File: config.mk
export PLATFORM = sky130hd
export DESIGN_NAME = tapa_axis_pipe
export DESIGN_NICKNAME = d
export VERILOG_FILES = /design/src/rtl/tapa_pkg.sv /design/src/rtl/tapa_axis_pipe.sv
export SDC_FILE = /design/constraint.sdc
export NUM_CORES = 2
export LEC_CHECK = 0
export ABC_AREA = 1
export BUFFER_PORTS_ARGS = -buffer_cell sky130_fd_sc_hd__buf_2
export CAP_MARGIN = 10
export CORE_MARGIN = 4
export CORE_UTILIZATION = 45
export DETAILED_ROUTE_END_ITERATION = 10
export RECOVER_POWER = 100
export REMOVE_ABC_BUFFERS = 1
export SYNTH_ARGS = -nofsm -noshare
export SYNTH_HDL_FRONTEND = slang
export SYNTH_SLANG_ARGS = --single-unit
File: constraint.sdc
create_clock -name clock -period 15.63 [get_ports clock]
set_clock_uncertainty 0.05 [all_clocks]
set_input_delay 3.126 -clock clock [delete_from_list [all_inputs] [get_ports clock]]
set_output_delay 3.126 -clock clock [all_outputs]
set_load 0.01 [all_outputs]
File: src/rtl/tapa_pkg.sv
`timescale 1ns / 1ps

package tapa_pkg;

   localparam int NUM_AXES = 3;
   localparam int AXIS_W   = (NUM_AXES > 1) ? $clog2(NUM_AXES) : 1;

   localparam int PULSE_W   = 16;
   localparam int ANGLE_W   = 16;
   localparam int CLAMP_W   = 11;
   localparam int DIFF_W    = 10;
   localparam int ERR_W     = 17;
   localparam int DERIV_W   = ERR_W + 1;
   localparam int SUM_W     = 25;
   localparam int ILIM_W    = 24;
   localparam int GAIN_W    = 16;
   localparam int GAINS_W   = 3 * GAIN_W;
   localparam int DLIM_W    = 10;
   localparam int DRIVE_W   = 11;
   localparam int CSR_W     = GAINS_W;
   localparam int CSR_IDX_W = 3;
   localparam int FRAC_W    = 16;

   localparam int PROD_P_W = GAIN_W + 1 + ERR_W;
   localparam int PROD_I_W = GAIN_W + 1 + SUM_W;
   localparam int PROD_D_W = GAIN_W + 1 + DERIV_W;
   localparam int ACC_W    = PROD_I_W + 2;
   localparam int TRUNC_W  = ACC_W - FRAC_W;

   // state word of the error memory: previous error over integral
   localparam int PI_W = ERR_W + SUM_W;

   localparam logic [AXIS_W-1:0] AXIS_YAW   = AXIS_W'(0);
   localparam logic [AXIS_W-1:0] AXIS_PITCH = AXIS_W'(1);
   localparam logic [AXIS_W-1:0] AXIS_ROLL  = AXIS_W'(2);
   localparam logic [AXIS_W-1:0] AXIS_LAST  = AXIS_W'(NUM_AXES - 1);

   localparam logic [CLAMP_W-1:0] PULSE_MIN = 11'd1000;
   localparam logic [CLAMP_W-1:0] PULSE_MAX = 11'd2000;
   localparam logic signed [ERR_W-1:0] ONE_DEGREE = 17'sd256;

   // setpoint = floor(d * 512 / 125) - 2048, d = pulse - 1000;
   // d * 512 / 125 done as d * ceil(2^27 / 125) >> 18, exact for d <= 1000
   localparam int SP_PROD_W = 31;
   localparam int SP_SHIFT  = 18;
   localparam logic [SP_PROD_W-1:0] SP_RECIP = 31'd1073742;
   localparam logic signed [ERR_W-1:0] SP_OFFSET = 17'sd2048;

   localparam logic [GAINS_W-1:0] GAINS_YAW_RST   = 48'd21990232556032;
   localparam logic [GAINS_W-1:0] GAINS_PITCH_RST = 48'd28587306516890;
   localparam logic [GAINS_W-1:0] GAINS_ROLL_RST  = 48'd30786329248064;
   localparam logic [ILIM_W-1:0]  ILIM_YAW_RST    = 24'd16777215;
   localparam logic [ILIM_W-1:0]  ILIM_TILT_RST   = 24'd102400;
   localparam logic [DLIM_W-1:0]  DLIM_YAW_RST    = 10'd450;
   localparam logic [DLIM_W-1:0]  DLIM_TILT_RST   = 10'd600;
   localparam logic [CLAMP_W-1:0] ARM_RST         = 11'd1150;

   typedef enum logic [CSR_IDX_W-1:0] {
      CSR_GAINS_YAW,
      CSR_GAINS_PITCH,
      CSR_GAINS_ROLL,
      CSR_ILIM_YAW,
      CSR_ILIM_TILT,
      CSR_DLIM_YAW,
      CSR_DLIM_TILT,
      CSR_ARM_THRESHOLD
   } csr_index_type;

   typedef struct packed {
      logic [NUM_AXES-1:0][GAINS_W-1:0] gains;
      logic [ILIM_W-1:0]                ilim_yaw;
      logic [ILIM_W-1:0]                ilim_tilt;
      logic [DLIM_W-1:0]                dlim_yaw;
      logic [DLIM_W-1:0]                dlim_tilt;
      logic [CLAMP_W-1:0]               arm_threshold;
   } cfg_type;

   localparam cfg_type CFG_RST = '{
      gains:         {GAINS_ROLL_RST, GAINS_PITCH_RST, GAINS_YAW_RST},
      ilim_yaw:      ILIM_YAW_RST,
      ilim_tilt:     ILIM_TILT_RST,
      dlim_yaw:      DLIM_YAW_RST,
      dlim_tilt:     DLIM_TILT_RST,
      arm_threshold: ARM_RST
   };

   typedef struct packed {
      logic                    valid;
      logic [AXIS_W-1:0]       axis;
      logic                    last;
      logic                    armed;
      logic                    big;
      logic [CLAMP_W-1:0]      thr;
      logic signed [ERR_W-1:0] err;
      logic [GAIN_W-1:0]       kp;
      logic [GAIN_W-1:0]       ki;
      logic [GAIN_W-1:0]       kd;
      logic [ILIM_W-1:0]       ilim;
      logic [DLIM_W-1:0]       dlim;
   } issue_type;

   typedef struct packed {
      logic                      valid;
      logic [AXIS_W-1:0]         axis;
      logic                      last;
      logic                      armed;
      logic [CLAMP_W-1:0]        thr;
      logic signed [DRIVE_W-1:0] drive;
   } axis_result_type;

   function automatic logic [CLAMP_W-1:0] clamp_pulse(input logic [PULSE_W-1:0] p);
      logic [CLAMP_W-1:0] r;
      if (p < PULSE_W'(PULSE_MIN)) begin
         r = PULSE_MIN;
      end else if (p > PULSE_W'(PULSE_MAX)) begin
         r = PULSE_MAX;
      end else begin
         r = p[CLAMP_W-1:0];
      end
      return r;
   endfunction

   function automatic logic signed [ERR_W-1:0] axis_error(
      input logic [PULSE_W-1:0]        pulse,
      input logic signed [ANGLE_W-1:0] meas
   );
      logic [CLAMP_W-1:0]      p;
      logic [DIFF_W-1:0]       d;
      logic [SP_PROD_W-1:0]    prod;
      logic signed [ERR_W-1:0] sp;
      p    = clamp_pulse(pulse);
      d    = DIFF_W'(p - PULSE_MIN);
      prod = SP_PROD_W'(d) * SP_RECIP;
      sp   = ERR_W'($signed({1'b0, prod[SP_PROD_W-1:SP_SHIFT]})) - SP_OFFSET;
      return ERR_W'(meas) - sp;
   endfunction

endpackage

File: src/rtl/tapa_axis_pipe.sv
`timescale 1ns / 1ps

// Shared per-axis datapath. Axis state lives in two small memories:
// previous error and integral (read at issue, written back one stage later)
// and the held drive (read in D, written back in E). An axis comes round
// again only after the other two axes have issued, so every read sees the last
// write to its entry and no forwarding path is needed.
module tapa_axis_pipe (
   input  logic                      clock,
   input  logic                      reset,
   input  logic                      adv,
   input  tapa_pkg::issue_type       issue,
   output tapa_pkg::axis_result_type result
);

   typedef struct packed {
      logic [tapa_pkg::AXIS_W-1:0]         axis;
      logic                                last;
      logic                                armed;
      logic                                big;
      logic [tapa_pkg::CLAMP_W-1:0]        thr;
      logic [tapa_pkg::DLIM_W-1:0]         dlim;
      logic signed [tapa_pkg::ERR_W-1:0]   err;
      logic signed [tapa_pkg::SUM_W-1:0]   isum;
      logic signed [tapa_pkg::DERIV_W-1:0] deriv;
      logic [tapa_pkg::GAIN_W-1:0]         kp;
      logic [tapa_pkg::GAIN_W-1:0]         ki;
      logic [tapa_pkg::GAIN_W-1:0]         kd;
   } c_stage_type;

   typedef struct packed {
      logic [tapa_pkg::AXIS_W-1:0]          axis;
      logic                                 last;
      logic                                 armed;
      logic                                 big;
      logic [tapa_pkg::CLAMP_W-1:0]         thr;
      logic [tapa_pkg::DLIM_W-1:0]          dlim;
      logic signed [tapa_pkg::PROD_P_W-1:0] prod_p;
      logic signed [tapa_pkg::PROD_I_W-1:0] prod_i;
      logic signed [tapa_pkg::PROD_D_W-1:0] prod_d;
   } d_stage_type;

   typedef struct packed {
      logic [tapa_pkg::AXIS_W-1:0]       axis;
      logic                              last;
      logic                              armed;
      logic                              big;
      logic [tapa_pkg::CLAMP_W-1:0]      thr;
      logic [tapa_pkg::DLIM_W-1:0]       dlim;
      logic signed [tapa_pkg::ACC_W-1:0] acc;
   } e_stage_type;

   logic b_vld_ff, c_vld_ff, d_vld_ff, e_vld_ff;
   tapa_pkg::issue_type b_ff;
   c_stage_type         c_ff, c_in;
   d_stage_type         d_ff, d_in;
   e_stage_type         e_ff, e_in;

   // error memory
   logic [tapa_pkg::PI_W-1:0]     pi_mem [tapa_pkg::NUM_AXES];
   logic [tapa_pkg::NUM_AXES-1:0] pi_set_ff;
   logic [tapa_pkg::PI_W-1:0]     pi_rd_ff;
   logic                          pi_rd_set_ff;
   logic                          pi_we;
   logic [tapa_pkg::PI_W-1:0]     pi_wdata;

   // held drive memory
   logic [tapa_pkg::DRIVE_W-1:0]  held_mem [tapa_pkg::NUM_AXES];
   logic [tapa_pkg::NUM_AXES-1:0] held_set_ff;
   logic [tapa_pkg::DRIVE_W-1:0]  held_rd_ff;
   logic                          held_rd_set_ff;
   logic                          held_we;

   logic signed [tapa_pkg::ERR_W-1:0]   prev;
   logic signed [tapa_pkg::SUM_W-1:0]   sum_old;
   logic signed [tapa_pkg::SUM_W:0]     sum_raw;
   logic signed [tapa_pkg::SUM_W:0]     ilim_s;
   logic signed [tapa_pkg::SUM_W:0]     sum_sat;
   logic signed [tapa_pkg::TRUNC_W-1:0] trunc;
   logic                                round_up;
   logic signed [tapa_pkg::TRUNC_W-1:0] drive_raw;
   logic signed [tapa_pkg::TRUNC_W-1:0] dlim_s;
   logic signed [tapa_pkg::TRUNC_W-1:0] drive_sat;
   logic signed [tapa_pkg::DRIVE_W-1:0] drive;
   logic signed [tapa_pkg::DRIVE_W-1:0] held;

   always_ff @(posedge clock) begin
      if (reset) begin
         b_vld_ff <= 1'b0;
         c_vld_ff <= 1'b0;
         d_vld_ff <= 1'b0;
         e_vld_ff <= 1'b0;
      end else if (adv) begin
         b_vld_ff <= issue.valid;
         c_vld_ff <= b_vld_ff;
         d_vld_ff <= c_vld_ff;
         e_vld_ff <= d_vld_ff;
      end
   end

   always_ff @(posedge clock) begin
      if (adv) begin
         b_ff <= issue;
         c_ff <= c_in;
         d_ff <= d_in;
         e_ff <= e_in;
      end
   end

   // ---- error memory: read at issue, write back from B ----
   always_ff @(posedge clock) begin
      if (adv) begin
         pi_rd_ff <= pi_mem[issue.axis];
         if (pi_we) begin
            pi_mem[b_ff.axis] <= pi_wdata;
         end
      end
   end

   always_ff @(posedge clock) begin
      if (reset) begin
         pi_set_ff    <= '0;
         pi_rd_set_ff <= 1'b0;
      end else if (adv) begin
         pi_rd_set_ff <= pi_set_ff[issue.axis];
         if (pi_we) begin
            pi_set_ff[b_ff.axis] <= 1'b1;
         end
      end
   end

   // ---- B: integral and derivative ----
   always_comb begin
      prev    = pi_rd_set_ff ? $signed(pi_rd_ff[tapa_pkg::PI_W-1:tapa_pkg::SUM_W]) : '0;
      sum_old = pi_rd_set_ff ? $signed(pi_rd_ff[tapa_pkg::SUM_W-1:0]) : '0;
      sum_raw = (tapa_pkg::SUM_W+1)'(sum_old) + (tapa_pkg::SUM_W+1)'(b_ff.err);
      ilim_s  = $signed({2'b00, b_ff.ilim});
      if (sum_raw > ilim_s) begin
         sum_sat = ilim_s;
      end else if (sum_raw < -ilim_s) begin
         sum_sat = -ilim_s;
      end else begin
         sum_sat = sum_raw;
      end

      c_in.axis  = b_ff.axis;
      c_in.last  = b_ff.last;
      c_in.armed = b_ff.armed;
      c_in.big   = b_ff.big;
      c_in.thr   = b_ff.thr;
      c_in.dlim  = b_ff.dlim;
      c_in.err   = b_ff.err;
      c_in.isum  = sum_sat[tapa_pkg::SUM_W-1:0];
      c_in.deriv = tapa_pkg::DERIV_W'(b_ff.err) - tapa_pkg::DERIV_W'(prev);
      c_in.kp    = b_ff.kp;
      c_in.ki    = b_ff.ki;
      c_in.kd    = b_ff.kd;
   end

   // disarmed transactions leave error and integral untouched
   assign pi_we    = adv && b_vld_ff && b_ff.armed;
   assign pi_wdata = {b_ff.err, c_in.isum};

   // ---- C: the three gain products ----
   always_comb begin
      d_in.axis   = c_ff.axis;
      d_in.last   = c_ff.last;
      d_in.armed  = c_ff.armed;
      d_in.big    = c_ff.big;
      d_in.thr    = c_ff.thr;
      d_in.dlim   = c_ff.dlim;
      d_in.prod_p = tapa_pkg::PROD_P_W'($signed({1'b0, c_ff.kp}))
                    * tapa_pkg::PROD_P_W'(c_ff.err);
      d_in.prod_i = tapa_pkg::PROD_I_W'($signed({1'b0, c_ff.ki}))
                    * tapa_pkg::PROD_I_W'(c_ff.isum);
      d_in.prod_d = tapa_pkg::PROD_D_W'($signed({1'b0, c_ff.kd}))
                    * tapa_pkg::PROD_D_W'(c_ff.deriv);
   end

   // ---- D: sum, and held drive read ----
   always_comb begin
      e_in.axis  = d_ff.axis;
      e_in.last  = d_ff.last;
      e_in.armed = d_ff.armed;
      e_in.big   = d_ff.big;
      e_in.thr   = d_ff.thr;
      e_in.dlim  = d_ff.dlim;
      e_in.acc   = tapa_pkg::ACC_W'(d_ff.prod_p) + tapa_pkg::ACC_W'(d_ff.prod_i)
                   + tapa_pkg::ACC_W'(d_ff.prod_d);
   end

   always_ff @(posedge clock) begin
      if (adv) begin
         held_rd_ff <= held_mem[d_ff.axis];
         if (held_we) begin
            held_mem[e_ff.axis] <= drive;
         end
      end
   end

   always_ff @(posedge clock) begin
      if (reset) begin
         held_set_ff    <= '0;
         held_rd_set_ff <= 1'b0;
      end else if (adv) begin
         held_rd_set_ff <= held_set_ff[d_ff.axis];
         if (held_we) begin
            held_set_ff[e_ff.axis] <= 1'b1;
         end
      end
   end

   // ---- E: truncate toward zero, pick held drive, saturate, zero when disarmed ----
   always_comb begin
      held      = held_rd_set_ff ? $signed(held_rd_ff) : '0;
      round_up  = e_ff.acc[tapa_pkg::ACC_W-1] && (e_ff.acc[tapa_pkg::FRAC_W-1:0] != '0);
      trunc     = $signed(e_ff.acc[tapa_pkg::ACC_W-1:tapa_pkg::FRAC_W])
                  + $signed({{(tapa_pkg::TRUNC_W-1){1'b0}}, round_up});
      drive_raw = e_ff.big ? trunc : tapa_pkg::TRUNC_W'(held);
      dlim_s    = $signed({{(tapa_pkg::TRUNC_W-tapa_pkg::DLIM_W){1'b0}}, e_ff.dlim});
      if (drive_raw > dlim_s) begin
         drive_sat = dlim_s;
      end else if (drive_raw < -dlim_s) begin
         drive_sat = -dlim_s;
      end else begin
         drive_sat = drive_raw;
      end
      drive = e_ff.armed ? drive_sat[tapa_pkg::DRIVE_W-1:0] : '0;
   end

   assign held_we = adv && e_vld_ff;

   always_comb begin
      result.valid = e_vld_ff;
      result.axis  = e_ff.axis;
      result.last  = e_ff.last;
      result.armed = e_ff.armed;
      result.thr   = e_ff.thr;
      result.drive = drive;
   end

endmodule

==> flow_summary.ini <==
[run_status]
status = finished with violations
violations = capacitance limit, slew limit

[synth]
syn_area_mm2 = 0.0683
syn_area_per_cell_um2 = 9.20
synth_cells = 7418
synth_edf_count = 668
ys_types = 56
synth_warnings = 0
ys_seq_area_share_pct = 29.7
async_flop_share_pct = 0
synth_seq_cells = 680
synth_flop_cell = edfxtp_1

[cells_and_area]
area_growth_pct = 7.03
layout_commonest_cell = inv_1
final_cell_mix = inv_1, nand2_1, fa_1
fill_cells = 14325
final_nets = 8931
seq_area_mm2 = 0.0203
drive_above_1_share_pct = 4.29
antenna_cells = 0
multiInputGateArea_mm2 = 0.0399

[clock_network]
cts_resized = 0
post_cts_buffers = 0
cts_buffer_depth = 3
postCtsHoldBufs = 0
clk_pin_slew_ns = 0.06
worst_skew_pair.late_latency_ns = 0.70
cts_inserted_buffers = 79
htree_levels = 3
cts_tree = yes
root_buffer = clkbuf_16
cts_sinks = 680

[detailed_routing]
drc = 0
drt_iter0_markers = 2958
vias = 47773
ant_nets = 0
wire_per_inst_um = 18.3
wl_um = 173000
dr.pass1.iters = 5
routed_via_density = 5.05

[grt]
antenna_found_initial = 5
grt_pass1_vias = 50787
overflow = 0
grt_max_degree = 174
grt_pass1_wl_um = 280000
grt_use_total_pct = 22.5

[critical_path]
r2r-end = pi_mem[1][22]
crit_fanout = 82
r2r_cells = 23
timing_worst_setup_path_type = in -> reg
r2r_slack_ns = 7.29
start_kind = primary input
cp.required_ns = 15.79
worstSetupEndpointType = register
arrival_ns = 11.42
r2r-start = pi_rd_set_ff

[timing]
fin_tns_setup_ns = 0
worstMarginPinSlew_ns = 4.68
finalSetupViolations = 0
max_clock_freq_mhz = 88.8
relSlewSlack_pct = -212
fin_crit_sh_pct = 72.0
finalCriticalPeriod_ns = 11.26
fin_hold_ws_ns = 0.335
rsz0062_at_grt = false
hold_viol_final = 0
drv_slew = 450

[hold_path]
hp-class = reg -> reg
holdPathStages = 0
min-delay-start = b_ff[46]
whs_endpoint = c_ff[12]

[floorplanning]
num_rows = 142
core_mm2 = 0.150
die_area_mm2 = 0.158
die_y_um = 397
die_w_um = 397
ios = 146
initial_core_util_pct = 45.4

[placed_design]
numPortBuffers = 145
dp_hpwl_um = 136000
gp_congestion = 0.908

[flow_run]
drv_cap = 9
## critical path, stage by stage
cell	delay, ns
clkbuf_1	3.22
clkbuf_1	2.44
clkbuf_1	2.46
## layout make-up
type | count | area share, %
inverters | 1803 | 9.26
multi-input cells | 4637 | 54.7
well taps | 2016 | 3.45
clock buffers | 99 | 2.88
flip-flops and latches | 680 | 27.8
repair buffers | 178 | 1.26
clock inverters | 47 | 0.682
## cell usage after synthesis, types with 40 or more instances
master | n | area [um2]
inv_1 | 1793 | 6730
nand3_1 | 143 | 716
xor2_1 | 138 | 1210
clkbuf_1 | 268 | 1010
a21oi_1 | 360 | 1800
edfxtp_1 | 668 | 20100
nor3_1 | 40 | 200
nand2_1 | 1676 | 6290
nor2_1 | 346 | 1300
ha_1 | 495 | 6190
o21ai_0 | 128 | 641
xnor2_1 | 79 | 692
fa_1 | 938 | 18800
## stage by stage
stage                     std cells  area, um2  util [%]  setup WS, ns
after floorplan                7120      67000         -          8.50
after global placement         9314      70600      47.0          7.15
after detailed placement       9314      70600      47.0          7.14
after CTS                      9460      73200      48.7          6.32
after global routing           9460      73100      48.6          3.36
final                          9460      73100      48.6          4.37
## layer usage
metal | routed length, um | track usage (%)
met1 | 74900 | 29.9
met2 | 84400 | 38.2
met3 | 9380 | 3.82
met4 | 4610 | 5.67
met5 | 7 | 0
## registers in the layout, summed over array words and instances (netlist names)
| signal | cells |
|---|---|
| held_set_ff | 3 |
| c_ff | 134 |
| pi_mem | 126 |
| d_vld_ff | 1 |
| pi_rd_ff | 42 |
| pi_rd_set_ff | 1 |
| held_rd_set_ff | 1 |
| c_vld_ff | 1 |
| result | 15 |
| e_ff | 45 |
| d_ff | 137 |
| b_ff | 115 |
| dlim_s | 10 |
| b_vld_ff | 1 |
| pi_set_ff | 3 |
| e_vld_ff | 1 |
| held_mem | 33 |
| held_rd_ff | 11 |
## cells by family (layout without fill, tap and decap cells)
group | count (synthesis) | count (layout) | share of synthesized area (%)
simple gates | 2345 | 2345 | 13.9
buf+inv | 2101 | 2127 | 11.7
fa+ha+maj | 1433 | 1433 | 36.6
flops | 680 | 680 | 29.7
compound gates | 640 | 640 | 5.19
xor+xnor | 219 | 219 | 2.85
## worst max-delay path by stage
stage	from	to	slack, ns	cells after the start
5_1_grt	adv	c_ff[14]	3.36	3
2_1_floorplan	e_ff[8]	result[2]	8.50	27
3_3_place_gp	e_ff[0]	result[4]	7.15	28
6_report	adv	c_ff[13]	4.37	3
3_5_place_dp	e_ff[0]	result[4]	7.14	27
4_1_cts	e_ff[0]	result[4]	6.32	27
Power is left out: the tool's default activity adds up to more than one toggle a clock period on the data nets, which glitch-free logic cannot reach.
