`src/rtl/tapa_pkg.sv`:
```
`timescale 1ns / 1ps

package tapa_pkg;

   localparam int NUM_AXES = 3;
   localparam int AXIS_W   = (NUM_AXES > 1) ? $clog2(NUM_AXES) : 1;

   localparam int PULSE_W   = 16;
   localparam int ANGLE_W   = 16;
   localparam int CLAMP_W   = 11;
   localparam int DIFF_W    = 10;
   localparam int ERR_W     = 17;
   localparam int DERIV_W   = ERR_W + 1;
   localparam int SUM_W     = 25;
   localparam int ILIM_W    = 24;
   localparam int GAIN_W    = 16;
   localparam int GAINS_W   = 3 * GAIN_W;
   localparam int DLIM_W    = 10;
   localparam int DRIVE_W   = 11;
   localparam int CSR_W     = GAINS_W;
   localparam int CSR_IDX_W = 3;
   localparam int FRAC_W    = 16;

   localparam int PROD_P_W = GAIN_W + 1 + ERR_W;
   localparam int PROD_I_W = GAIN_W + 1 + SUM_W;
   localparam int PROD_D_W = GAIN_W + 1 + DERIV_W;
   localparam int ACC_W    = PROD_I_W + 2;
   localparam int TRUNC_W  = ACC_W - FRAC_W;

   // state word of the error memory: previous error over integral
   localparam int PI_W = ERR_W + SUM_W;

   localparam logic [AXIS_W-1:0] AXIS_YAW   = AXIS_W'(0);
   localparam logic [AXIS_W-1:0] AXIS_PITCH = AXIS_W'(1);
   localparam logic [AXIS_W-1:0] AXIS_ROLL  = AXIS_W'(2);
   localparam logic [AXIS_W-1:0] AXIS_LAST  = AXIS_W'(NUM_AXES - 1);

   localparam logic [CLAMP_W-1:0] PULSE_MIN = 11'd1000;
   localparam logic [CLAMP_W-1:0] PULSE_MAX = 11'd2000;
   localparam logic signed [ERR_W-1:0] ONE_DEGREE = 17'sd256;

   // setpoint = floor(d * 512 / 125) - 2048, d = pulse - 1000;
   // d * 512 / 125 done as d * ceil(2^27 / 125) >> 18, exact for d <= 1000
   localparam int SP_PROD_W = 31;
   localparam int SP_SHIFT  = 18;
   localparam logic [SP_PROD_W-1:0] SP_RECIP = 31'd1073742;
   localparam logic signed [ERR_W-1:0] SP_OFFSET = 17'sd2048;

   localparam logic [GAINS_W-1:0] GAINS_YAW_RST   = 48'd21990232556032;
   localparam logic [GAINS_W-1:0] GAINS_PITCH_RST = 48'd28587306516890;
   localparam logic [GAINS_W-1:0] GAINS_ROLL_RST  = 48'd30786329248064;
   localparam logic [ILIM_W-1:0]  ILIM_YAW_RST    = 24'd16777215;
   localparam logic [ILIM_W-1:0]  ILIM_TILT_RST   = 24'd102400;
   localparam logic [DLIM_W-1:0]  DLIM_YAW_RST    = 10'd450;
   localparam logic [DLIM_W-1:0]  DLIM_TILT_RST   = 10'd600;
   localparam logic [CLAMP_W-1:0] ARM_RST         = 11'd1150;

   typedef enum logic [CSR_IDX_W-1:0] {
      CSR_GAINS_YAW,
      CSR_GAINS_PITCH,
      CSR_GAINS_ROLL,
      CSR_ILIM_YAW,
      CSR_ILIM_TILT,
      CSR_DLIM_YAW,
      CSR_DLIM_TILT,
      CSR_ARM_THRESHOLD
   } csr_index_type;

   typedef struct packed {
      logic [NUM_AXES-1:0][GAINS_W-1:0] gains;
      logic [ILIM_W-1:0]                ilim_yaw;
      logic [ILIM_W-1:0]                ilim_tilt;
      logic [DLIM_W-1:0]                dlim_yaw;
      logic [DLIM_W-1:0]                dlim_tilt;
      logic [CLAMP_W-1:0]               arm_threshold;
   } cfg_type;

   localparam cfg_type CFG_RST = '{
      gains:         {GAINS_ROLL_RST, GAINS_PITCH_RST, GAINS_YAW_RST},
      ilim_yaw:      ILIM_YAW_RST,
      ilim_tilt:     ILIM_TILT_RST,
      dlim_yaw:      DLIM_YAW_RST,
      dlim_tilt:     DLIM_TILT_RST,
      arm_threshold: ARM_RST
   };

   typedef struct packed {
      logic                    valid;
      logic [AXIS_W-1:0]       axis;
      logic                    last;
      logic                    armed;
      logic                    big;
      logic [CLAMP_W-1:0]      thr;
      logic signed [ERR_W-1:0] err;
      logic [GAIN_W-1:0]       kp;
      logic [GAIN_W-1:0]       ki;
      logic [GAIN_W-1:0]       kd;
      logic [ILIM_W-1:0]       ilim;
      logic [DLIM_W-1:0]       dlim;
   } issue_type;

   typedef struct packed {
      logic                      valid;
      logic [AXIS_W-1:0]         axis;
      logic                      last;
      logic                      armed;
      logic [CLAMP_W-1:0]        thr;
      logic signed [DRIVE_W-1:0] drive;
   } axis_result_type;

   function automatic logic [CLAMP_W-1:0] clamp_pulse(input logic [PULSE_W-1:0] p);
      logic [CLAMP_W-1:0] r;
      if (p < PULSE_W'(PULSE_MIN)) begin
         r = PULSE_MIN;
      end else if (p > PULSE_W'(PULSE_MAX)) begin
         r = PULSE_MAX;
      end else begin
         r = p[CLAMP_W-1:0];
      end
      return r;
   endfunction

   function automatic logic signed [ERR_W-1:0] axis_error(
      input logic [PULSE_W-1:0]        pulse,
      input logic signed [ANGLE_W-1:0] meas
   );
      logic [CLAMP_W-1:0]      p;
      logic [DIFF_W-1:0]       d;
      logic [SP_PROD_W-1:0]    prod;
      logic signed [ERR_W-1:0] sp;
      p    = clamp_pulse(pulse);
      d    = DIFF_W'(p - PULSE_MIN);
      prod = SP_PROD_W'(d) * SP_RECIP;
      sp   = ERR_W'($signed({1'b0, prod[SP_PROD_W-1:SP_SHIFT]})) - SP_OFFSET;
      return ERR_W'(meas) - sp;
   endfunction

endpackage

```
`src/rtl/tapa_req_if.sv`:
```
`timescale 1ns / 1ps

interface tapa_req_if;
   logic valid;
   logic ready;
   logic [tapa_pkg::PULSE_W-1:0]        throttle_pulse;
   logic [tapa_pkg::PULSE_W-1:0]        yaw_pulse;
   logic [tapa_pkg::PULSE_W-1:0]        pitch_pulse;
   logic [tapa_pkg::PULSE_W-1:0]        roll_pulse;
   logic signed [tapa_pkg::ANGLE_W-1:0] measured_yaw;
   logic signed [tapa_pkg::ANGLE_W-1:0] measured_pitch;
   logic signed [tapa_pkg::ANGLE_W-1:0] measured_roll;

   modport source (
      output valid, throttle_pulse, yaw_pulse, pitch_pulse, roll_pulse,
             measured_yaw, measured_pitch, measured_roll,
      input  ready
   );

   modport sink (
      input  valid, throttle_pulse, yaw_pulse, pitch_pulse, roll_pulse,
             measured_yaw, measured_pitch, measured_roll,
      output ready
   );
endinterface

```
`src/rtl/tapa_front.sv`:
```
`timescale 1ns / 1ps

module tapa_front (
   input  logic                clock,
   input  logic                reset,
   tapa_req_if.sink            req_ch,
   input  logic                adv,
   input  tapa_pkg::cfg_type   cfg,
   output tapa_pkg::issue_type issue
);

   logic                                item_valid_ff, item_valid_in;
   logic [tapa_pkg::AXIS_W-1:0]         axis_ff, axis_in;
   logic                                armed_ff, armed_in;
   logic                                big_ff, big_in;
   logic [tapa_pkg::CLAMP_W-1:0]        thr_ff, thr_in;
   logic signed [tapa_pkg::ERR_W-1:0]   err_ff [tapa_pkg::NUM_AXES];
   logic signed [tapa_pkg::ERR_W-1:0]   err_new [tapa_pkg::NUM_AXES];
   logic signed [tapa_pkg::ERR_W-1:0]   err_in [tapa_pkg::NUM_AXES];
   logic                                last;
   logic                                accept;
   logic [tapa_pkg::GAINS_W-1:0]        gains_sel;

   assign last         = (axis_ff == tapa_pkg::AXIS_LAST);
   // next transaction may land as the last axis of the current one issues
   assign req_ch.ready = adv && (!item_valid_ff || last);
   assign accept       = req_ch.valid && req_ch.ready;

   always_comb begin
      err_new[tapa_pkg::AXIS_YAW]   = tapa_pkg::axis_error(req_ch.yaw_pulse,
                                                           req_ch.measured_yaw);
      err_new[tapa_pkg::AXIS_PITCH] = tapa_pkg::axis_error(req_ch.pitch_pulse,
                                                           req_ch.measured_pitch);
      err_new[tapa_pkg::AXIS_ROLL]  = tapa_pkg::axis_error(req_ch.roll_pulse,
                                                           req_ch.measured_roll);
   end

   always_comb begin
      thr_in   = thr_ff;
      armed_in = armed_ff;
      big_in   = big_ff;
      err_in   = err_ff;
      if (accept) begin
         thr_in   = tapa_pkg::clamp_pulse(req_ch.throttle_pulse);
         armed_in = (thr_in >= cfg.arm_threshold);
         big_in   = 1'b0;
         for (int a = 0; a < tapa_pkg::NUM_AXES; a++) begin
            err_in[a] = err_new[a];
            if ((err_new[a] > tapa_pkg::ONE_DEGREE) ||
                (err_new[a] < -tapa_pkg::ONE_DEGREE)) begin
               big_in = 1'b1;
            end
         end
      end
   end

   always_comb begin
      item_valid_in = item_valid_ff;
      axis_in       = axis_ff;
      if (adv) begin
         if (!item_valid_ff || last) begin
            item_valid_in = accept;
            axis_in       = '0;
         end else begin
            axis_in = axis_ff + tapa_pkg::AXIS_W'(1);
         end
      end
   end

   always_ff @(posedge clock) begin
      if (reset) begin
         item_valid_ff <= 1'b0;
         axis_ff       <= '0;
      end else begin
         item_valid_ff <= item_valid_in;
         axis_ff       <= axis_in;
      end
   end

   always_ff @(posedge clock) begin
      thr_ff   <= thr_in;
      armed_ff <= armed_in;
      big_ff   <= big_in;
      err_ff   <= err_in;
   end

   assign gains_sel = cfg.gains[axis_ff];

   always_comb begin
      issue.valid = item_valid_ff;
      issue.axis  = axis_ff;
      issue.last  = last;
      issue.armed = armed_ff;
      issue.big   = big_ff;
      issue.thr   = thr_ff;
      issue.err   = err_ff[axis_ff];
      issue.kp    = gains_sel[tapa_pkg::GAIN_W-1:0];
      issue.ki    = gains_sel[2*tapa_pkg::GAIN_W-1:tapa_pkg::GAIN_W];
      issue.kd    = gains_sel[3*tapa_pkg::GAIN_W-1:2*tapa_pkg::GAIN_W];
      issue.ilim  = (axis_ff == tapa_pkg::AXIS_YAW) ? cfg.ilim_yaw : cfg.ilim_tilt;
      issue.dlim  = (axis_ff == tapa_pkg::AXIS_YAW) ? cfg.dlim_yaw : cfg.dlim_tilt;
   end

endmodule

```
`src/flat_wrapper.sv`:
```
// flat-port wrapper written by rule: the top's interface ports become plain ports
module tapa_front_flat 
  (clock, reset, adv, cfg, issue, req_ch_valid, req_ch_throttle_pulse, req_ch_yaw_pulse, req_ch_pitch_pulse, req_ch_roll_pulse, req_ch_measured_yaw, req_ch_measured_pitch, req_ch_measured_roll, req_ch_ready);
  tapa_req_if req_ch_i ();
  input  logic clock;
  input  logic reset;
  input  logic adv;
  input  tapa_pkg::cfg_type cfg;
  output tapa_pkg::issue_type issue;
  input wire logic [$bits(req_ch_i.valid)-1:0] req_ch_valid;
  input wire logic [$bits(req_ch_i.throttle_pulse)-1:0] req_ch_throttle_pulse;
  input wire logic [$bits(req_ch_i.yaw_pulse)-1:0] req_ch_yaw_pulse;
  input wire logic [$bits(req_ch_i.pitch_pulse)-1:0] req_ch_pitch_pulse;
  input wire logic [$bits(req_ch_i.roll_pulse)-1:0] req_ch_roll_pulse;
  input wire logic [$bits(req_ch_i.measured_yaw)-1:0] req_ch_measured_yaw;
  input wire logic [$bits(req_ch_i.measured_pitch)-1:0] req_ch_measured_pitch;
  input wire logic [$bits(req_ch_i.measured_roll)-1:0] req_ch_measured_roll;
  output wire logic [$bits(req_ch_i.ready)-1:0] req_ch_ready;
  assign req_ch_i.valid = req_ch_valid;
  assign req_ch_i.throttle_pulse = req_ch_throttle_pulse;
  assign req_ch_i.yaw_pulse = req_ch_yaw_pulse;
  assign req_ch_i.pitch_pulse = req_ch_pitch_pulse;
  assign req_ch_i.roll_pulse = req_ch_roll_pulse;
  assign req_ch_i.measured_yaw = req_ch_measured_yaw;
  assign req_ch_i.measured_pitch = req_ch_measured_pitch;
  assign req_ch_i.measured_roll = req_ch_measured_roll;
  assign req_ch_ready = req_ch_i.ready;
  tapa_front u_core (.clock(clock), .reset(reset), .req_ch(req_ch_i), .adv(adv), .cfg(cfg), .issue(issue));
endmodule
```
`config.mk`:
```
export PLATFORM = sky130hd
export DESIGN_NAME = tapa_front_flat
export DESIGN_NICKNAME = d
export VERILOG_FILES = /design/src/rtl/tapa_pkg.sv /design/src/rtl/tapa_req_if.sv /design/src/rtl/tapa_front.sv /design/src/flat_wrapper.sv
export SDC_FILE = /design/constraint.sdc
export NUM_CORES = 1
export LEC_CHECK = 0
export BUFFER_PORTS_ARGS = -buffer_cell sky130_fd_sc_hd__buf_2
export CAP_MARGIN = 20
export CORE_MARGIN = 5
export CORE_UTILIZATION = 40
export DETAILED_ROUTE_END_ITERATION = 7
export PLACE_DENSITY = 0.64
export SETUP_SLACK_MARGIN = 0.4
export SYNTH_ARGS = -nofsm -noshare
export SYNTH_HDL_FRONTEND = slang
export SYNTH_SLANG_ARGS = --single-unit
```
`constraint.sdc`:
```
create_clock -name clock -period 10.9 [get_ports clock]
set_input_delay 1.09 -clock clock [delete_from_list [all_inputs] [get_ports clock]]
set_output_delay 1.09 -clock clock [all_outputs]
set_load 0.03 [all_outputs]
```
==> flow_metrics.py, run 1 <==
metrics = {
    "clock_network": {
        "clkSlewWorstSetupHoldPaths_ns": 0.06,
        "cts_hold_repair.buffers": 0,
        "clockBufferDepth": 2,
        "cts_tree": "built",
        "worst_skew_pair.late_latency_ns": 0.34,
        "clk_root_buffer_cell": "clkbuf_16",
        "number_of_levels_in_the_clock_h_tree": 3,
        "cts-buffers-inserted": 9,
        "clock_sink_count": 67,
    },
    "grt": {
        "vias_in_the_first_global_route": 14025,
        "grt_antenna_before_repair": 12,
        "grt_overflow": 0,
        "pin_count_of_the_biggest_net_entering_global_routing": 70,
        "first_pass_grt_wire_length_um": 76000,
        "grtUsageTotal_pct": 23.5,
    },
    "floorplanning": {
        "dieHeight_um": 202,
        "die_width_um": 202,
        "num_rows": 70,
        "placeableCoreArea_mm2": 0.0365,
        "die-area_mm2": 0.0409,
        "top_level_ports": 456,
        "initial_core_util_pct": 40.5,
    },
    "sta": {
        "fin_crit_sh_pct": 91.2,
        "fmaxAchievable_ghz": 0.101,
        "worst_slew_margin_rel_pct": 40.5,
        "final_hold_slack_ns": 0.548,
        "rsz_0062_raised_after_global_routing": "false",
        "report.final.setup_viol": 0,
        "hold_viol": 0,
        "worst_margin_pin_slew_ns": 0.886,
        "fin_tns_setup_ns": 0,
        "maxSlewViolCount": 0,
        "period_needed_ns": 9.94,
        "fin_worst_skew_ns": 0.00385,
    },
    "routing": {
        "vias": 13810,
        "routedWlPerCell_um": 19.1,
        "drt_drc_violations_left": 0,
        "drt.antenna.violating_nets": 0,
        "routed_wirelength_um": 50000,
        "drt_pass1_iterations": 5,
        "dr.first_iter.drc_count": 848,
        "drt-vias-per-instance": 5.29,
    },
    "yosys": {
        "fraction_of_registers_with_async_set_reset_pct": 0,
        "count_of_flip_flops_with_a_built_in_enable_after_synthesis": 64,
        "syn_area_mm2": 0.0148,
        "postSynthNetCount": 2439,
        "ys_seq_elements": 67,
        "synthesis.instances": 1680,
        "synth.yosys.seq_area_share_pct": 13.4,
        "netlist-cell-type-count": 86,
        "postSynthAreaPerCell_um2": 8.80,
        "synth-main-ff-cell": "edfxtp_1",
        "synth.yosys.warnings": 0,
    },
    "hold_path": {
        "timing.hold.worst.class": "flop to flop",
    },
    "worst_setup_path": {
        "path_buf_inv": 6,
        "crit_path_start_kind": "input pin",
        "worst-setup-path-type": "input pin to flop",
        "crit_required_ns": 10.98,
        "max_stage_delay_ns": 0.51,
        "setup.reg_to_reg.worst_slack_ns": 8.44,
        "critPathTopFamily": "adder cells",
        "critical_path_arrival_ns": 10.03,
        "crit_path_max_fanout": 4,
        "critPathCaptureType": "flop",
        "cpMostUsedCell": "ha_1",
        "cpMaxStageDelayCell": "a311oi_1",
    },
    "run_status": {
        "outcome": "complete, no violations",
    },
    "finish": {
        "finalInstanceArea_mm2": 0.0181,
        "synthToLayoutAreaGrowth_pct": 22.3,
        "final_nets": 2894,
        "layout-drive-gt1-share_pct": 27.1,
        "nFillCells": 3522,
        "layout.cells.non_filler": 2612,
    },
    "placed_design": {
        "dp.final_hpwl_um": 44300,
        "dpl-instance-area_mm2": 0.0177,
        "io_buffers": 455,
        "routabilityCongestion": 1.06,
        "dpl.cell_count": 2588,
    },
    "power_and_ir_drop": {
        "power.density_mw_per_mm2": 135,
        "worst_ir_drop_vdd_v": 0.0000992,
        "static_leakage_nw": 9.23,
    },
    "run": {
        "cap_viol_max_count": 0,
    },
}
[layout by cell type, fill, tap and decap left out, drive strengths merged, types with 9 or more instances in the layout]
cell and instances:
nand3 21, nand4 15, nand2b 17, a21oi 81, clkbuf 9, xor2 27
o21a 17, nand2 132, edfxtp 64, and3 9, mux2 34, a21o 39
fa 86, nor2b 14, nor3 30, xnor2 46, or2 9, o21ai 106
or4 10, ha 334, nor2 65, inv 292, buf 474, and2 10
mux2i 67
[cell usage after synthesis, drive strengths merged (4+ instances only)]
library cell | instances | area [um2]
ha | 334 | 4180
inv | 292 | 1100
nand2 | 132 | 498
o21ai | 106 | 531
fa | 86 | 1720
a21oi | 81 | 409
mux2i | 67 | 671
nor2 | 65 | 251
edfxtp | 64 | 1920
xnor2 | 46 | 403
a21o | 39 | 293
mux2 | 34 | 383
nor3 | 30 | 155
xor2 | 27 | 236
nand3 | 21 | 105
nand2b | 17 | 114
o21a | 17 | 128
clkbuf | 16 | 60.1
nand4 | 15 | 93.8
buf | 14 | 67.6
nor2b | 14 | 87.6
and2 | 10 | 62.6
or4 | 10 | 78.8
and3 | 9 | 62.6
or2 | 9 | 56.3
o21bai | 8 | 60.1
or3 | 8 | 55.1
a211oi | 7 | 52.6
a31oi | 7 | 58.8
o31ai | 7 | 57.6
a211o | 6 | 52.6
nor3b | 6 | 45.0
o211ai | 6 | 58.8
o31a | 6 | 52.6
o41ai | 5 | 51.3
a21boi | 4 | 30.0
nand4b | 4 | 35.0
nor4 | 4 | 25.0
[state kept, by name, summed over array words and instances (netlist names)]
name and flops:
u_core.armed_ff 1, u_core.err_ff 51, u_core.axis_ff 2, u_core.thr_ff 11, u_core.item_valid_ff 1, u_core.big_ff 1
[cell type report]
class                      count  area (um2)  share of cell area (%)
timing repair buffer         474        2430                    13.4
inverter                     292        1100                    6.10
tap                          468         586                    3.24
sequential                    67        1990                    11.0
multi-input combinational   1291       11700                    64.5
clock inverter                 7        76.3                   0.422
clock buffer                   9         225                    1.24
antenna                        4        10.0                  0.0553
[path summary, 6_finish.rpt]
| path | from | cells past startpoint | end |
|---|---|---|---|
| max | req_ch_roll_pulse[1] | 42 | u_core.big_ff |
| min | u_core.item_valid_ff | 2 | u_core.item_valid_ff |
| max reg2reg | u_core.axis_ff[0] | 6 | u_core.err_ff[39] |
| min reg2reg | u_core.item_valid_ff | 2 | u_core.item_valid_ff |
[logic make-up (layout without fill, tap and decap cells)]
| family | count (synthesis) | in the layout | share of synthesized area, % |
|---|---|---|---|
| fa+ha+maj | 421 | 421 | 40.0 |
| simple gates | 362 | 362 | 12.1 |
| compound gates | 334 | 334 | 14.8 |
| buf+inv | 322 | 782 | 8.27 |
| mux | 101 | 101 | 7.12 |
| xor+xnor | 73 | 73 | 4.32 |
| flops | 67 | 67 | 13.4 |
| other cells | 0 | 4 | 0 |
[report_power, final]
part | leakage (nW) | switching (mW) | total, mW | internal [mW]
Sequential | 0.611 | 0.0213 | 0.421 | 0.399
Clock | 0.142 | 0.115 | 0.294 | 0.178
Combinational | 8.48 | 1.01 | 1.73 | 0.713
Total | 9.23 | 1.15 | 2.44 | 1.29
[worst reg2reg max path: stages (launching register included)]
cell and delay (ns):
dfxtp_4 0.51, inv_1 0.16, ha_1 0.18, inv_1 0.04, a21boi_1 0.32, and2_2 0.21
buf_4 0.62
[through the flow]
step	power, mW	util (%)	setup WS [ns]
6_report	2.44	49.5	0.955
5_1_grt	2.66	49.5	0.381
4_1_cts	2.43	49.2	0.658
3_5_place_dp	2.13	48.3	0.334
3_3_place_gp	2.10	48.3	0.550
2_1_floorplan	1.68	-	0.976
[layer usage]
metal	wire [um]	up-vias	global-route usage (%)
li1	-	6751	-
met1	20300	6480	28.4
met2	23900	472	40.5
met3	3110	99	3.98
met4	2600	8	11.5
met5	53	-	0
[repair_timing]
action,4_1_cts,5_1_grt
resized for setup,0,23
endpoints found under the hold margin,0,0
setup buffers,0,3
endpoints found under the setup margin,0,1
Power figures use the tool's default switching activity.
==> inputs of run 2 (changes only) <==
--- a/config.mk
+++ b/config.mk
@@ -8,9 +8,9 @@
 export BUFFER_PORTS_ARGS = -buffer_cell sky130_fd_sc_hd__buf_2
 export CAP_MARGIN = 20
 export CORE_MARGIN = 5
-export CORE_UTILIZATION = 40
+export CORE_UTILIZATION = 53
 export DETAILED_ROUTE_END_ITERATION = 7
-export PLACE_DENSITY = 0.64
+export PLACE_DENSITY = 0.81
 export SETUP_SLACK_MARGIN = 0.4
 export SYNTH_ARGS = -nofsm -noshare
 export SYNTH_HDL_FRONTEND = slang
==> constraint.sdc (replaced) <==
create_clock -name clock -period 10.6 [get_ports clock]
set_input_delay 1.06 -clock clock [delete_from_list [all_inputs] [get_ports clock]]
set_output_delay 1.06 -clock clock [all_outputs]
set_load 0.03 [all_outputs]
==> run 2 against run 1 <==
  * Wire length rose by 2.8%
  * First-iteration DRC count grew 16%
  * Total power rose by 7.8%
  * Worst setup slack got worse by 0.20 ns
  * Combinational power up 8%
  * Utilization is 16 points higher
  * Sequential share of layout area barely moved
  * Critical path depth decreased by 1
  * Clock-buffer cell count is the same
  * Sequential cell count is the same
  * Clock skew up 0.0054 ns
  * Die area is 23% lower
  * Critical path type unchanged
  * Critical endpoint unchanged
==> flow_metrics.py, run 2 (synthesized netlist as in run 1, its figures left out) <==
metrics = {
    "run_status": {
        "outcome": "complete, no violations",
    },
    "worst_setup_path": {
        "endpoint_of_the_worst_slack_reg_to_reg_timing_path": "u_core.err_ff[18]",
        "worst-setup-path-type": "input pin to flop",
        "setup.reg_to_reg.worst_slack_ns": 7.53,
        "max_stage_delay_ns": 0.52,
        "crit_path_max_fanout": 5,
        "critPathCaptureType": "flop",
        "cpMostUsedCell": "ha_1",
        "crit_required_ns": 10.68,
        "crit_path_start_kind": "input pin",
        "critical_path_arrival_ns": 9.92,
        "critical_path.reg2reg.startpoint": "u_core.axis_ff[1]",
        "count_of_cells_along_the_worst_register_to_register_path": 6,
        "cpMaxStageDelayCell": "or4_4",
    },
    "sta": {
        "report.final.setup_viol": 0,
        "fin_tns_setup_ns": 0,
        "worst_slew_margin_rel_pct": 39.3,
        "final_critical_path_setup_slack_ns": 0.759,
        "fin_crit_sh_pct": 92.8,
        "rsz_0062_raised_after_global_routing": "false",
        "period_needed_ns": 9.84,
        "fin_worst_skew_ns": 0.00924,
        "fmaxAchievable_ghz": 0.102,
        "final_hold_slack_ns": 0.542,
        "worst_margin_pin_slew_ns": 0.904,
        "maxSlewViolCount": 0,
        "hold_viol": 0,
    },
    "grt": {
        "grt_overflow": 0,
        "pin_count_of_the_biggest_net_entering_global_routing": 69,
        "first_pass_grt_wire_length_um": 76400,
        "vias_in_the_first_global_route": 13977,
        "grtUsageTotal_pct": 31.4,
        "grt_antenna_before_repair": 15,
    },
    "floorplanning": {
        "die_width_um": 177,
        "initial_core_util_pct": 53.4,
        "die-area_mm2": 0.0313,
        "num_rows": 61,
        "top_level_ports": 456,
        "placeableCoreArea_mm2": 0.0277,
        "dieHeight_um": 177,
    },
    "finish": {
        "largestRegisters": "u_core.err_ff (51), u_core.thr_ff (11), u_core.axis_ff (2)",
        "leading_cell_type_in_the_layout_fill_and_taps_excluded": "buf_2",
        "finalInstanceArea_mm2": 0.0181,
        "number_of_flip_flops_under_the_largest_register_name": 51,
        "layout.cells.non_filler": 2532,
        "layout_common_cells": "buf_2 (455), ha_1 (333), inv_1 (292)",
        "final_nets": 2899,
        "synthToLayoutAreaGrowth_pct": 22.7,
        "layout-drive-gt1-share_pct": 27.8,
        "finish.utilization_pct": 65.5,
        "max_flop_register": "u_core.err_ff",
    },
    "placed_design": {
        "io_buffers": 455,
        "pre_cts_ws_ns": 0.0200,
        "routabilityCongestion": 0.984,
        "dpl.cell_count": 2501,
        "dp.final_hpwl_um": 44200,
        "dpl-instance-area_mm2": 0.0176,
    },
    "clock_network": {
        "clkSlewWorstSetupHoldPaths_ns": 0.06,
        "cts_tree": "built",
        "clock_sink_count": 67,
        "cts-buffers-inserted": 9,
        "clk_root_buffer_cell": "clkbuf_16",
        "worst_skew_pair.late_latency_ns": 0.34,
        "number_of_levels_in_the_clock_h_tree": 3,
        "clockBufferDepth": 2,
    },
    "power_and_ir_drop": {
        "power.density_mw_per_mm2": 145,
        "total_power_mw": 2.63,
        "worst_ir_drop_vdd_v": 0.000180,
        "static_leakage_nw": 9.29,
    },
    "routing": {
        "drt.antenna.violating_nets": 0,
        "drt-vias-per-instance": 5.61,
        "vias": 14192,
        "drt_drc_violations_left": 0,
        "drt_pass1_iterations": 6,
        "routed_wirelength_um": 51400,
        "routedWlPerCell_um": 20.3,
        "dr.first_iter.drc_count": 981,
    },
    "hold_path": {
        "timing.hold.worst.class": "flop to flop",
        "whs_path_depth": 2,
        "worst_hold_path.endpoint": "u_core.item_valid_ff",
        "timing.hold.worst.start": "u_core.item_valid_ff",
    },
    "run": {
        "cap_viol_max_count": 0,
    },
}
## run 2: final cells by class
cell class / count / area [um2]
multi-input combinational: 1291 / 11800
fill: 2375 / 9560
timing repair buffer: 479 / 2460
sequential: 67 / 1990
inverter: 292 / 1100
tap: 378 / 473
clock buffer: 9 / 225
clock inverter: 7 / 91.3
antenna: 9 / 22.5
## run 2: where the power goes
group          switching, mW  internal, mW  leakage [nW]
clock network          0.122         0.205         0.147
logic                   1.12         0.757          8.53
registers             0.0216         0.411         0.611
## run 2: what timing repair did
item,4_1_cts,5_1_grt
setup buffers,0,6
endpoints found under the setup margin,1,1
pin swaps,0,13
hold buffers,0,0
gates resized for setup,1,42
## run 2: critical path: cells and delay by family
family | cells | cell delay, ns
compound gates | 17 | 3.27
simple gates | 9 | 2.02
fa+ha+maj | 9 | 3.03
buf+inv | 6 | 0.54
## run 2: worst max-delay path by stage
stage                           startpoint       endpoint  slack, ns  cells past startpoint
finish                req_ch_roll_pulse[2]  u_core.big_ff       0.76                     41
global route          req_ch_yaw_pulse[14]  u_core.big_ff       0.32                     38
CTS                 req_ch_pitch_pulse[15]  u_core.big_ff       0.45                     39
detailed placement  req_ch_pitch_pulse[15]  u_core.big_ff       0.02                     39
global placement    req_ch_pitch_pulse[15]  u_core.big_ff       0.17                     39
floorplan             req_ch_roll_pulse[2]  u_core.big_ff       0.71                     42
## run 2: metal layers
| layer | up-vias | GRT usage (%) | part of all wire (%) |
|---|---|---|---|
| met3 | 101 | 10.9 | 12 |
| met5 | - | 0 | 0.16 |
| met4 | 12 | 12.8 | 4.2 |
| li1 | 6757 | - | - |
| met1 | 6667 | 40.7 | 40 |
| met2 | 655 | 47.8 | 44 |
